==> src/sv/utf8d_pkg.sv <==
// Shared types, status codes and constants for the UTF-8 validating decoder.
`default_nettype none
package utf8d_pkg;

	// Result status codes
	localparam logic [2:0] ST_OK        = 3'd0;
	localparam logic [2:0] ST_BAD_LEAD  = 3'd1;
	localparam logic [2:0] ST_BAD_CONT  = 3'd2;
	localparam logic [2:0] ST_OVERLONG  = 3'd3;
	localparam logic [2:0] ST_RANGE     = 3'd4;
	localparam logic [2:0] ST_TRUNCATED = 3'd5;
	localparam logic [2:0] ST_LEAD_LONG = 3'd6;

	// Code point constants
	localparam int          CP_W       = 21;
	localparam logic [20:0] CP_REPL    = 21'h00FFFD;
	localparam logic [20:0] CP_MAX     = 21'h10FFFF;
	localparam logic [20:0] SURR_LO    = 21'h00D800;
	localparam logic [20:0] SURR_HI    = 21'h00DFFF;
	localparam logic [20:0] MAX_1BYTE  = 21'h00007F;
	localparam logic [20:0] MAX_2BYTE  = 21'h0007FF;
	localparam logic [20:0] MAX_3BYTE  = 21'h00FFFF;

	// Most results one byte can cause, and the counter width for it
	localparam int RES_MAX = 4;
	localparam int CNT_W   = 3;

	localparam logic REPLACE_RESET = 1'b1;

	// One result as it leaves the block
	typedef struct packed {
		logic [20:0] cp;
		logic [2:0]  st;
		logic        last;
	} res_t;

	// Sequence state carried from byte to byte
	typedef struct packed {
		logic [20:0] pv;
		logic [1:0]  pend;
		logic [7:0]  lead;
		logic        abort;
	} dec_state_t;

	// Total sequence length announced by a lead byte; 5 means too long
	function automatic logic [2:0] seq_len(input logic [7:0] lead);
		logic [2:0] len;
		if (lead[7:5] == 3'b110) len = 3'd2;
		else if (lead[7:4] == 4'b1110) len = 3'd3;
		else if (lead[7:3] == 5'b11110) len = 3'd4;
		else len = 3'd5;
		return len;
	endfunction

endpackage
`default_nettype wire

==> src/sv/utf8d_ifs.sv <==
// Request channels of the decoder: input bytes, results and the mode register write.
`default_nettype none
interface utf8d_byte_if;
	logic       valid;
	logic       ready;
	logic [7:0] data_byte;
	logic       end_of_buffer;
	modport source(output valid, data_byte, end_of_buffer, input ready);
	modport sink(input valid, data_byte, end_of_buffer, output ready);
endinterface

interface utf8d_res_if;
	logic        valid;
	logic        ready;
	logic [20:0] code_point;
	logic [2:0]  status;
	logic        run_last;
	modport source(output valid, code_point, status, run_last, input ready);
	modport sink(input valid, code_point, status, run_last, output ready);
endinterface

interface utf8d_cfg_if;
	logic valid;
	logic ready;
	logic replace_on_error;
	modport source(output valid, replace_on_error, input ready);
	modport sink(input valid, replace_on_error, output ready);
endinterface
`default_nettype wire

==> src/sv/utf8d_decode.sv <==
// Single-byte decode step: next sequence state and the results the byte causes.
`default_nettype none
module utf8d_decode (
	input  wire utf8d_pkg::dec_state_t cur,
	input  wire                        replace,
	input  wire [7:0]                  b,
	input  wire                        eob,
	output utf8d_pkg::dec_state_t      nxt,
	output utf8d_pkg::res_t            res [utf8d_pkg::RES_MAX],
	output logic [utf8d_pkg::CNT_W-1:0] n_res
);

	logic        ascii, stray, s_open, s_err;
	logic [20:0] s_cp;
	logic [2:0]  s_st;
	logic [2:0]  i_cnt, len;
	logic [20:0] pvn, d;
	logic        complete, overlong, range_err;
	logic [2:0]  fail_st;
	logic [2:0]  slot;

	// Classify the byte as a possible start of a sequence
	always_comb begin
		ascii  = ~b[7];
		stray  = (b[7:6] == 2'b10);
		s_open = ~ascii & ~stray & ~eob;
		s_err  = ~ascii;
		s_cp   = ascii ? {13'd0, b} : utf8d_pkg::CP_REPL;
		if (ascii) s_st = utf8d_pkg::ST_OK;
		else if (stray) s_st = utf8d_pkg::ST_BAD_LEAD;
		else s_st = utf8d_pkg::ST_TRUNCATED;
	end

	// Assemble the value of a continuation byte and check the completed form
	always_comb begin
		i_cnt = {1'b0, cur.pend} + 3'd1;
		len   = utf8d_pkg::seq_len(cur.lead);
		pvn   = {cur.pv[14:0], b[5:0]};
		complete = (i_cnt == len - 3'd1);
		unique case (len)
			3'd2:    d = {10'd0, cur.lead[4:0], pvn[5:0]};
			3'd3:    d = {5'd0, cur.lead[3:0], pvn[11:0]};
			default: d = {cur.lead[2:0], pvn[17:0]};
		endcase
		unique case (i_cnt)
			3'd1:    overlong = (d <= utf8d_pkg::MAX_1BYTE);
			3'd2:    overlong = (d <= utf8d_pkg::MAX_2BYTE);
			default: overlong = (d <= utf8d_pkg::MAX_3BYTE);
		endcase
		range_err = ((i_cnt == 3'd2) && (d >= utf8d_pkg::SURR_LO) &&
				(d <= utf8d_pkg::SURR_HI)) ||
			((i_cnt == 3'd3) && (d > utf8d_pkg::CP_MAX));
		fail_st = overlong ? utf8d_pkg::ST_OVERLONG : utf8d_pkg::ST_RANGE;
	end

	// Pick the results and the next state
	always_comb begin
		nxt   = cur;
		n_res = '0;
		slot  = {1'b0, cur.pend} + 3'd1;
		for (int k = 0; k < utf8d_pkg::RES_MAX; k++) begin
			res[k] = '{cp: utf8d_pkg::CP_REPL, st: utf8d_pkg::ST_BAD_LEAD, last: 1'b0};
		end
		if (cur.abort) begin
			// skip until the end of the buffer
			nxt.abort = ~eob;
		end else if (cur.lead == 8'd0) begin
			if (s_open) begin
				nxt.lead = b;
				nxt.pend = 2'd0;
				nxt.pv   = '0;
			end else begin
				res[0].cp = s_cp;
				res[0].st = s_st;
				n_res     = 3'd1;
				if (s_err && !replace) nxt.abort = ~eob;
			end
		end else if (b[7:6] != 2'b10) begin
			// bad continuation: report, then restart on this byte in replace mode
			res[0].st = utf8d_pkg::ST_BAD_CONT;
			nxt.pv    = '0;
			nxt.pend  = 2'd0;
			nxt.lead  = 8'd0;
			if (replace) begin
				if (s_open) begin
					nxt.lead = b;
					n_res    = slot;
				end else begin
					for (int k = 1; k < utf8d_pkg::RES_MAX; k++) begin
						if (slot == 3'(k)) begin
							res[k].cp = s_cp;
							res[k].st = s_st;
						end
					end
					n_res = slot + 3'd1;
				end
			end else begin
				n_res     = 3'd1;
				nxt.abort = ~eob;
			end
		end else begin
			nxt.pv   = '0;
			nxt.pend = 2'd0;
			nxt.lead = 8'd0;
			if (complete) begin
				if (overlong || range_err) begin
					res[0].st = fail_st;
					n_res     = replace ? (3'd1 + i_cnt) : 3'd1;
					if (!replace) nxt.abort = ~eob;
				end else begin
					res[0].cp = d;
					res[0].st = utf8d_pkg::ST_OK;
					n_res     = 3'd1;
				end
			end else if (i_cnt >= 3'd3) begin
				res[0].st = utf8d_pkg::ST_LEAD_LONG;
				n_res     = replace ? 3'd4 : 3'd1;
				if (!replace) nxt.abort = ~eob;
			end else if (eob) begin
				res[0].st = utf8d_pkg::ST_TRUNCATED;
				n_res     = replace ? (3'd1 + i_cnt) : 3'd1;
			end else begin
				// hold the sequence open
				nxt.lead = cur.lead;
				nxt.pend = i_cnt[1:0];
				nxt.pv   = pvn;
			end
		end
	end

endmodule
`default_nettype wire

==> src/sv/utf8_validating_decoder.sv <==
// Top level of the UTF-8 validating decoder: input stage, sequence state and result queue.
`default_nettype none
// Streaming UTF-8 decoder with validation. Bytes enter on byte_ch, one per
// cycle while the result queue keeps up, with end_of_buffer on the last
// byte of a buffer; code points leave on result_ch with a status and
// run_last on the final result of each byte. A byte goes through an input
// register, is decoded against the held sequence state and drops its
// results (none to four) into a result queue, from which its first result
// can be taken. Input rate is one byte per cycle while each byte gives at
// most one result and result_ch is ready; during an error burst the input
// waits until the queue drains to its last entry. The mode register
// (replace_on_error, reset 1) is written on cfg_ch, which is always ready,
// and must only change while the block is idle.
module utf8_validating_decoder (
	input  wire                 clk,
	input  wire                 arst_n,
	utf8d_byte_if.sink          byte_ch,
	utf8d_res_if.source         result_ch,
	utf8d_cfg_if.sink           cfg_ch
);

	logic                          mode_q;
	logic                          v_s1;
	logic [7:0]                    byte_s1;
	logic                          eob_s1;
	utf8d_pkg::dec_state_t         dec_q, dec_nxt;
	utf8d_pkg::res_t               new_res [utf8d_pkg::RES_MAX];
	utf8d_pkg::res_t               load_res [utf8d_pkg::RES_MAX];
	logic [utf8d_pkg::CNT_W-1:0]   new_n;
	utf8d_pkg::res_t               q_q [utf8d_pkg::RES_MAX];
	logic [utf8d_pkg::CNT_W-1:0]   cnt_q;
	logic                          pop, q_free, advance, load, take;

	utf8d_decode u_decode (
		.cur     (dec_q),
		.replace (mode_q),
		.b       (byte_s1),
		.eob     (eob_s1),
		.nxt     (dec_nxt),
		.res     (new_res),
		.n_res   (new_n)
	);

	// Handshake control
	assign pop     = (cnt_q != '0) && result_ch.ready;
	assign q_free  = (cnt_q == '0) || ((cnt_q == 3'd1) && pop);
	assign advance = v_s1 && ((new_n == '0) || q_free);
	assign load    = advance && (new_n != '0);
	assign take    = byte_ch.valid && byte_ch.ready;

	assign byte_ch.ready = ~v_s1 | advance;
	assign cfg_ch.ready  = 1'b1;

	// Mode register write
	always_ff @(posedge clk or negedge arst_n) begin
		if (!arst_n) begin
			mode_q <= utf8d_pkg::REPLACE_RESET;
		end else if (cfg_ch.valid) begin
			mode_q <= cfg_ch.replace_on_error;
		end
	end

	// Input stage valid
	always_ff @(posedge clk or negedge arst_n) begin
		if (!arst_n) begin
			v_s1 <= 1'b0;
		end else if (take) begin
			v_s1 <= 1'b1;
		end else if (advance) begin
			v_s1 <= 1'b0;
		end
	end

	// Input stage payload
	always_ff @(posedge clk) begin
		if (take) begin
			byte_s1 <= byte_ch.data_byte;
			eob_s1  <= byte_ch.end_of_buffer;
		end
	end

	// Advance the sequence state as each byte is decoded
	always_ff @(posedge clk or negedge arst_n) begin
		if (!arst_n) begin
			dec_q <= '0;
		end else if (advance) begin
			dec_q <= dec_nxt;
		end
	end

	// Result count
	always_ff @(posedge clk or negedge arst_n) begin
		if (!arst_n) begin
			cnt_q <= '0;
		end else if (load) begin
			cnt_q <= new_n;
		end else if (pop) begin
			cnt_q <= cnt_q - 3'd1;
		end
	end

	// Mark the final result of each burst
	always_comb begin
		for (int k = 0; k < utf8d_pkg::RES_MAX; k++) begin
			load_res[k]      = new_res[k];
			load_res[k].last = (new_n == 3'(k + 1));
		end
	end

	// Load a new burst or shift the queue toward the port
	always_ff @(posedge clk) begin
		if (load) begin
			for (int k = 0; k < utf8d_pkg::RES_MAX; k++) begin
				q_q[k] <= load_res[k];
			end
		end else if (pop) begin
			for (int k = 0; k < utf8d_pkg::RES_MAX - 1; k++) begin
				q_q[k] <= q_q[k + 1];
			end
		end
	end

	assign result_ch.valid      = (cnt_q != '0);
	assign result_ch.code_point = q_q[0].cp;
	assign result_ch.status     = q_q[0].st;
	assign result_ch.run_last   = q_q[0].last;

`ifndef SYNTHESIS
	a_cnt_bound: assert property (@(posedge clk) disable iff (!arst_n)
		cnt_q <= 3'd4)
		else $error("result count above four");
	a_load_free: assert property (@(posedge clk) disable iff (!arst_n)
		load |-> ((cnt_q == 3'd0) || ((cnt_q == 3'd1) && pop)))
		else $error("burst loaded over pending results");
	a_tail_last: assert property (@(posedge clk) disable iff (!arst_n)
		(cnt_q == 3'd1) |-> q_q[0].last)
		else $error("final queued result lacks run_last");
	a_abort_closed: assert property (@(posedge clk) disable iff (!arst_n)
		dec_q.abort |-> (dec_q.lead == 8'd0))
		else $error("sequence open while skipping");
	a_pend_open: assert property (@(posedge clk) disable iff (!arst_n)
		(dec_q.pend != 2'd0) |-> ((dec_q.lead != 8'd0) && (dec_q.pend != 2'd3)))
		else $error("pending count without open sequence");
`endif

endmodule
`default_nettype wire
==> src/flat_wrapper.sv <==
// flat-port wrapper written by rule: the top's interface ports become plain ports
module utf8_validating_decoder_flat 
  (clk, arst_n, byte_ch_valid, byte_ch_data_byte, byte_ch_end_of_buffer, byte_ch_ready, result_ch_valid, result_ch_code_point, result_ch_status, result_ch_run_last, result_ch_ready, cfg_ch_valid, cfg_ch_replace_on_error, cfg_ch_ready);
  utf8d_byte_if byte_ch_i ();
  utf8d_res_if result_ch_i ();
  utf8d_cfg_if cfg_ch_i ();
  input  wire clk;
  input  wire arst_n;
  input wire logic [$bits(byte_ch_i.valid)-1:0] byte_ch_valid;
  input wire logic [$bits(byte_ch_i.data_byte)-1:0] byte_ch_data_byte;
  input wire logic [$bits(byte_ch_i.end_of_buffer)-1:0] byte_ch_end_of_buffer;
  output wire logic [$bits(byte_ch_i.ready)-1:0] byte_ch_ready;
  output wire logic [$bits(result_ch_i.valid)-1:0] result_ch_valid;
  output wire logic [$bits(result_ch_i.code_point)-1:0] result_ch_code_point;
  output wire logic [$bits(result_ch_i.status)-1:0] result_ch_status;
  output wire logic [$bits(result_ch_i.run_last)-1:0] result_ch_run_last;
  input wire logic [$bits(result_ch_i.ready)-1:0] result_ch_ready;
  input wire logic [$bits(cfg_ch_i.valid)-1:0] cfg_ch_valid;
  input wire logic [$bits(cfg_ch_i.replace_on_error)-1:0] cfg_ch_replace_on_error;
  output wire logic [$bits(cfg_ch_i.ready)-1:0] cfg_ch_ready;
  assign byte_ch_i.valid = byte_ch_valid;
  assign byte_ch_i.data_byte = byte_ch_data_byte;
  assign byte_ch_i.end_of_buffer = byte_ch_end_of_buffer;
  assign byte_ch_ready = byte_ch_i.ready;
  assign result_ch_valid = result_ch_i.valid;
  assign result_ch_code_point = result_ch_i.code_point;
  assign result_ch_status = result_ch_i.status;
  assign result_ch_run_last = result_ch_i.run_last;
  assign result_ch_i.ready = result_ch_ready;
  assign cfg_ch_i.valid = cfg_ch_valid;
  assign cfg_ch_i.replace_on_error = cfg_ch_replace_on_error;
  assign cfg_ch_ready = cfg_ch_i.ready;
  utf8_validating_decoder u_core (.clk(clk), .arst_n(arst_n), .byte_ch(byte_ch_i), .result_ch(result_ch_i), .cfg_ch(cfg_ch_i));
endmodule
==> config.mk <==
export PLATFORM = sky130hd
export DESIGN_NAME = utf8_validating_decoder_flat
export DESIGN_NICKNAME = d
export VERILOG_FILES = /design/src/sv/utf8d_pkg.sv /design/src/sv/utf8d_ifs.sv /design/src/sv/utf8d_decode.sv /design/src/sv/utf8_validating_decoder.sv /design/src/flat_wrapper.sv
export SDC_FILE = /design/constraint.sdc
export NUM_CORES = 1
export LEC_CHECK = 0
export ABC_CLOCK_PERIOD_IN_PS = 7700
export BUFFER_PORTS_ARGS = -buffer_cell sky130_fd_sc_hd__buf_2
export CAP_MARGIN = 20
export CORE_ASPECT_RATIO = 0.6
export CORE_UTILIZATION = 45
export CTS_CLUSTER_DIAMETER = 200
export DETAILED_ROUTE_END_ITERATION = 10
export PLACE_DENSITY = 0.67
export SLEW_MARGIN = 20
export SYNTH_ARGS = -nofsm -noshare
export SYNTH_HDL_FRONTEND = slang
export SYNTH_SLANG_ARGS = --single-unit
==> constraint.sdc <==
create_clock -name clk -period 7.7 [get_ports clk]
set_clock_uncertainty 0.15 [all_clocks]
set_input_delay 1.54 -clock clk [delete_from_list [all_inputs] [get_ports clk]]
set_output_delay 1.54 -clock clk [all_outputs]
set_load 0.005 [all_outputs]
==> reports/metrics.cfg, run 1 <==
[sta]
slew-limit-headroom_pct = 30.7
hold_violations = 0
drv_slew = 0
whs_ns = 0.377
rsz0062_at_grt = false
fmax_mhz = 160
setup_slack_ns = 1.47
finalSetupTns_ns = 0
fin_crit_sh_pct = 80.9
finalSetupViolCount = 0
worstMarginPinSlew_ns = 1.04
min_period_ns = 6.23

[logic_synthesis]
syn_area_per_cell_um2 = 10.7
synthXorXnorAreaFrac_pct = 0.808
ys_async_sr_fraction_pct = 29.5
seq_area_frac_synth_pct = 50.1
syn_area_mm2 = 0.00542
synthAdderAreaFrac_pct = 2.54
yosys_warnings = 0
synth_compound_area_share_pct = 14.9
synthesis.instances = 508
syn-num-nets = 534
synthFlopType = edfxtp_1
synth_top_family_by_area = simple AND/OR/NAND/NOR gates
synth_cell_types = 67
yosys_register_bits = 95
synth_edf_count = 67
synth_mux_area_share_pct = 7.02
synthSimpleGateAreaFrac_pct = 16.5

[worst_setup_path]
r2r_slack_ns = 1.97
path_cells = and2_4 -> nor2_1 -> inv_1 -> ha_1 -> xnor2_1 -> nand2_1 -> a21o_1 -> a2111oi_2 -> o21ai_0 -> o211ai_4 -> and2_1 -> nand2_1 -> buf_2
cp_common_cell = nand2_1
end_kind = output pin
crit-reg2reg-launch = u_core.dec_q[6]$_DFFE_PN0P_
critPathArrivalTime_ns = 4.54
required_ns = 6.01
cp_top_family = simple AND/OR/NAND/NOR gates
cp-start-kind = flip-flop
path_class = flip-flop to output pin
cp.depth = 13
rr_endpoint = u_core.q_q[0][53]$_DFFE_PP_
crit_buf_inv = 2
critPathMaxFanout = 13
r2r_cells = 13
slowest_stage = nor2_1
max_stage_delay_ns = 0.61

[final_layout]
antennaDiodeCount = 0
instances_no_fill = 679
final_cell_mix = 67 x edfxtp_1, 42 x nand2_1, 41 x buf_2, 38 x nor2_1, 30 x inv_1
layout_commonest_cell = edfxtp_1
design_area_mm2 = 0.00584
drive_gt1_share_pct = 19.7
fillers = 1067
num-nets-final = 540
areaGrowthSynthToFinish_pct = 7.88

[run_status]
status = completed

[place]
portBuffers = 41
dpl.hpwl_um = 9630
dpl-instance-area_mm2 = 0.00553
routabilityCongestion = 0.968
dpl.cell_count = 663
place_ws_ns = 2.00

[global_routing]
grt_start_max_net_pins = 30
grt_overflow = 0
grt_pass1_wl_um = 21000
antenna_found_initial = 0
track_usage_pct = 23.0
grt_pass1_vias = 3664

[floorplanning]
start_util_pct = 47.0
fp.dieH_um = 87.0
die-area_mm2 = 0.0125
rows = 30
die_w_um = 144
pin_count = 43
core_area_mm2 = 0.0115

[route]
vias_per_cell = 5.78
drc = 0
first_pass_iters = 5
ant_nets = 0
drtIter0Drc = 307
wl_per_cell_um = 19.8
num_vias = 3928
wl_um = 13400

[clocking]
post_cts_buffers = 0
clock_path_buffers = 2
post_cts_resized = 0
clk_latency_ns = 0.35
h-tree-depth = 3
cts-root-buf = clkbuf_16
cts_made_buffers = 9
cts_tree = done
postCtsHoldBufs = 0
clkTransAtPathRegs_ns = 0.07
clock_sinks = 95

[hold_path]
holdCritStartpoint = u_core.dec_q[13]$_DFFE_PN0P_
worstHoldPathType = flip-flop to flip-flop
hold_path_end = u_core.dec_q[13]$_DFFE_PN0P_
whs_path_depth = 1

[job]
max_cap_violations = 0

[pwr]
power.density_mw_per_mm2 = 401
p_leak_uw = 0.00239
irDropWorstVdd_uv = 210

-- metrics by stage --
stage               power (uW)  util, %
global route              2480     50.7
floorplan                 1640        -
detailed placement        1870     48.0
CTS                       2340     50.7
global placement          1860     48.0
finish                    2340     50.7
-- synthesized netlist by cell type (all sizes together) (9+ instances only) --
cell type | count | area share [%]
buf | 35 | 4.9
a21oi | 25 | 2.4
a21o | 18 | 2.5
o21ai | 16 | 1.5
ha | 11 | 2.5
mux2i | 17 | 3.1
mux2 | 18 | 3.9
inv | 30 | 2.1
a31oi | 9 | 1.0
dfrtp | 27 | 12
nor2 | 39 | 2.7
and3 | 15 | 1.7
nand3 | 17 | 1.6
clkbuf | 15 | 1.0
nand2 | 42 | 2.9
nor3 | 9 | 1.2
edfxtp | 67 | 37
-- cell type report --
class                           instances  area (um^2)  share of cell area, %
Multi-Input combinational cell        333         2270                   38.8
Sequential cell                        95         2710                   46.4
Timing Repair Buffer                   45          235                   4.02
Inverter                               30          113                   1.93
Clock buffer                            9          225                   3.85
Tap cell                              160          200                   3.43
Clock inverter                          7         87.6                   1.50
-- worst max path at each step --
| stage | start | slack, ns | to |
|---|---|---|---|
| finish | u_core.dec_q[6]$_DFFE_PN0P_ | 1.47 | byte_ch_ready |
| global route | u_core.dec_q[6]$_DFFE_PN0P_ | 1.12 | byte_ch_ready |
| CTS | u_core.dec_q[6]$_DFFE_PN0P_ | 1.59 | byte_ch_ready |
| detailed placement | u_core.dec_q[6]$_DFFE_PN0P_ | 2.00 | byte_ch_ready |
| global placement | u_core.dec_q[6]$_DFFE_PN0P_ | 2.16 | byte_ch_ready |
| floorplan | u_core.dec_q[6]$_DFFE_PN0P_ | 2.83 | u_core.q_q[0][0]$_DFFE_PP_ |
-- where the power goes --
group / internal, uW / switching (uW)
combinational: 360 / 614
sequential: 760 / 138
clock: 259 / 213
-- cells by family after synthesis --
group / Yosys count
flops: 95
buf+inv: 80
xor+xnor: 5
other cells: 1
fa+ha+maj: 11
mux: 35
compound gates: 111
simple gates: 170
-- sequential cells by signal, summed over array words and instances (netlist names) --
register	cells
u_core.dec_q	23
u_core.cnt_q	3
u_core.v_s1	1
u_core.eob_s1	1
u_core.q_q	58
u_core.byte_s1	8
u_core.mode_q	1
-- per-layer routing --
metal,track usage [%],wire (um),share of wire [%],vias up
li1,-,-,-,1835
met1,35.6,7050,52,1953
met2,32.0,5390,40,130
met3,5.72,892,6.6,10
met4,4.64,106,0.79,0
met5,0,0,0,-
Power figures use the tool's default switching activity.
==> run 2, diff against run 1 <==
--- a/config.mk
+++ b/config.mk
@@ -5,7 +5,7 @@
 export SDC_FILE = /design/constraint.sdc
 export NUM_CORES = 1
 export LEC_CHECK = 0
-export ABC_CLOCK_PERIOD_IN_PS = 7700
+export ABC_CLOCK_PERIOD_IN_PS = 6290
 export BUFFER_PORTS_ARGS = -buffer_cell sky130_fd_sc_hd__buf_2
 export CAP_MARGIN = 20
 export CORE_ASPECT_RATIO = 0.6
==> constraint.sdc (replaced) <==
create_clock -name clk -period 6.29 [get_ports clk]
set_clock_uncertainty 0.15 [all_clocks]
set_input_delay 1.258 -clock clk [delete_from_list [all_inputs] [get_ports clk]]
set_output_delay 1.258 -clock clk [all_outputs]
set_load 0.005 [all_outputs]
==> run 2 against run 1 <==
Against the previous run: sequential power increased by 21%; final area is 0.13% lower; hold slack gained 0.0054 ns; global-route usage fell by 0.65 points; critical path type unchanged; critical endpoint unchanged.
==> reports/metrics.cfg, run 2 (same netlist as run 1, synthesis figures left out) <==
[sta]
setup_slack_ns = 0.405  ; -1.06 ns
finalSetupViolCount = 0  ; unchanged
slew-limit-headroom_pct = 36.7  ; +6.0 points
drv_slew = 0  ; unchanged
fin_crit_sh_pct = 93.6
worstMarginPinSlew_ns = 0.950  ; -0.0901 ns
fmax_mhz = 170
finalSetupTns_ns = 0  ; unchanged
rsz0062_at_grt = false
min_period_ns = 5.88
hold_violations = 0  ; unchanged

[final_layout]
num-nets-final = 541  ; +0.19%
largest_reg_flops = 58  ; unchanged
multi_input_area_mm2 = 0.00227  ; unchanged
layout_commonest_cell = edfxtp_1
areaGrowthSynthToFinish_pct = 7.74
fillers = 1047  ; -1.9%
seq_area_mm2 = 0.00271  ; unchanged
final_cell_mix = 67 x edfxtp_1, 42 x nand2_1, 41 x buf_2, 38 x nor2_1, 30 x inv_1
drive_gt1_share_pct = 19.6  ; -0.038 points
regMostFlops = u_core.q_q
final_util_pct = 50.7  ; -0.065 points
reg_top3 = u_core.q_q: 58 flops, u_core.dec_q: 23 flops, u_core.byte_s1: 8 flops
antennaDiodeCount = 0  ; unchanged

[worst_setup_path]
end_kind = output pin
rr_endpoint = u_core.q_q[0][23]$_SDFFCE_PP0P_
cp-start-kind = flip-flop
required_ns = 4.88  ; -1.13 ns
r2r_slack_ns = 0.94  ; -1.03 ns
path_class = flip-flop to output pin
r2r_cells = 13  ; unchanged
crit-reg2reg-launch = u_core.dec_q[6]$_DFFE_PN0P_
critPathMaxFanout = 13  ; unchanged
critPathArrivalTime_ns = 4.48  ; -0.06 ns

[clocking]
cts_made_buffers = 9  ; unchanged
post_cts_buffers = 0  ; unchanged
postCtsHoldBufs = 0  ; unchanged
post_cts_resized = 0  ; unchanged
h-tree-depth = 3  ; unchanged
clock_sinks = 95  ; unchanged
cts-root-buf = clkbuf_16
clk_latency_ns = 0.35  ; about the same
cts_tree = done
clock_path_buffers = 2  ; unchanged
clkTransAtPathRegs_ns = 0.07  ; about the same

[floorplanning]
die-area_mm2 = 0.0125  ; unchanged
fp.dieH_um = 87.0  ; unchanged
die_w_um = 144  ; unchanged
start_util_pct = 47.0  ; unchanged
rows = 30  ; unchanged
pin_count = 43  ; unchanged
core_area_mm2 = 0.0115  ; unchanged

[pwr]
switching_power_uw = 1150  ; +19%
p_int_uw = 1680  ; +22%
power.density_mw_per_mm2 = 485  ; +21%
switching_share_pct = 40.5  ; -0.64 points
comb_power_share_pct = 41.8  ; +0.2 points
p_leak_uw = 0.00238  ; -0.42%
p_clk_share_pct = 19.6  ; -0.5 points
seqPwrFrac_pct = 38.6  ; +0.3 points
p_total_uw = 2830  ; +21%
irDropWorstVdd_uv = 311  ; +48%

[hold_path]
whs_path_depth = 1  ; unchanged
worstHoldPathType = flip-flop to flip-flop
hold_path_end = u_core.q_q[0][50]$_DFFE_PP_
holdCritStartpoint = u_core.q_q[0][75]$_DFFE_PP_

[run_status]
status = completed

[global_routing]
grt_use_met1_pct = 33.5  ; -2.1 points
grt_overflow = 0  ; unchanged
grt_use_met2_pct = 31.0  ; -0.93 points
grt_pass1_vias = 3810  ; +4.0%
antenna_found_initial = 0  ; unchanged
grt_pass1_wl_um = 20700  ; -1.7%
grt_busiest_layer = met1
track_usage_pct = 22.3  ; -0.65 points
met3_usage_pct = 6.93  ; +1.2 points
grt_start_max_net_pins = 48  ; +60%

[route]
drc = 0  ; unchanged
ant_nets = 0  ; unchanged
vias_per_cell = 5.83  ; +0.72%
wl_per_cell_um = 18.8  ; -5.1%
first_pass_iters = 6  ; +1
wl_um = 12800  ; -5.0%
drtIter0Drc = 392  ; +28%
num_vias = 3962  ; +0.87%

[place]
portBuffers = 41  ; unchanged
dpl.hpwl_um = 9120  ; -5.3%
place_ws_ns = 0.942  ; -1.06 ns
routabilityCongestion = 0.953  ; -1.5%

[job]
max_cap_violations = 0  ; unchanged

-- run 2: cell count changes in the layout (fill, tap and decap cells not counted), sizes merged --
cell | before | now
clkinvlp | 0 | 2
clkinv | 2 | 1
buf | 45 | 46
clkbuf | 9 | 10
inv | 34 | 32
-- run 2: final cells by class --
type | instances | area share, %
Tap cell | 160 | 3.43
Inverter | 30 | 1.93
Clock buffer | 10 | 3.92
Sequential cell | 95 | 46.5
Clock inverter | 6 | 1.18
Timing Repair Buffer | 46 | 4.16
Multi-Input combinational cell | 333 | 38.9
-- run 2: power groups by stage --
stage          clock network, uW  logic [uW]  registers [uW]
4_1_cts                      567        1180            1090
5_1_grt                      590        1300            1120
3_5_place_dp                   0        1170            1100
2_1_floorplan                  0         987            1020
3_3_place_gp                   0        1160            1100
6_report                     555        1180            1090
-- run 2: per-layer routing --
layer  vias to the layer above  wire length (um)
met5                         -                 0
met4                         0               119
met1                      1925              6310
met3                        17              1170
li1                       1838                 -
met2                       182              5180
-- run 2: critical path, stage by stage (launching register included) --
cell and delay (ns):
dfrtp_1 0.50, and2_4 0.23, nor2_1 0.59, inv_1 0.39, ha_1 0.31, xnor2_1 0.17, nand2_1 0.12, a21o_1 0.31
a2111oi_2 0.34, o21ai_0 0.21, o211ai_4 0.31, and2_1 0.41, nand2_1 0.10, buf_2 0.14
-- run 2: worst max-delay path by stage --
stage / startpoint / endpoint / cells past startpoint
floorplan: u_core.dec_q[6]$_DFFE_PN0P_ / u_core.q_q[0][0]$_DFFE_PP_ / 14
global placement: u_core.dec_q[6]$_DFFE_PN0P_ / byte_ch_ready / 13
detailed placement: u_core.dec_q[6]$_DFFE_PN0P_ / byte_ch_ready / 13
CTS: u_core.dec_q[6]$_DFFE_PN0P_ / byte_ch_ready / 13
global route: u_core.dec_q[6]$_DFFE_PN0P_ / byte_ch_ready / 13
finish: u_core.dec_q[6]$_DFFE_PN0P_ / byte_ch_ready / 13
-- run 2: metrics by stage --
stage	cells	instance area, um^2	hold WS, ns
2_1_floorplan	508	5420	0.307
3_3_place_gp	664	5540	0.368
3_5_place_dp	664	5540	0.369
4_1_cts	680	5840	0.383
5_1_grt	680	5840	0.391
6_report	680	5840	0.382
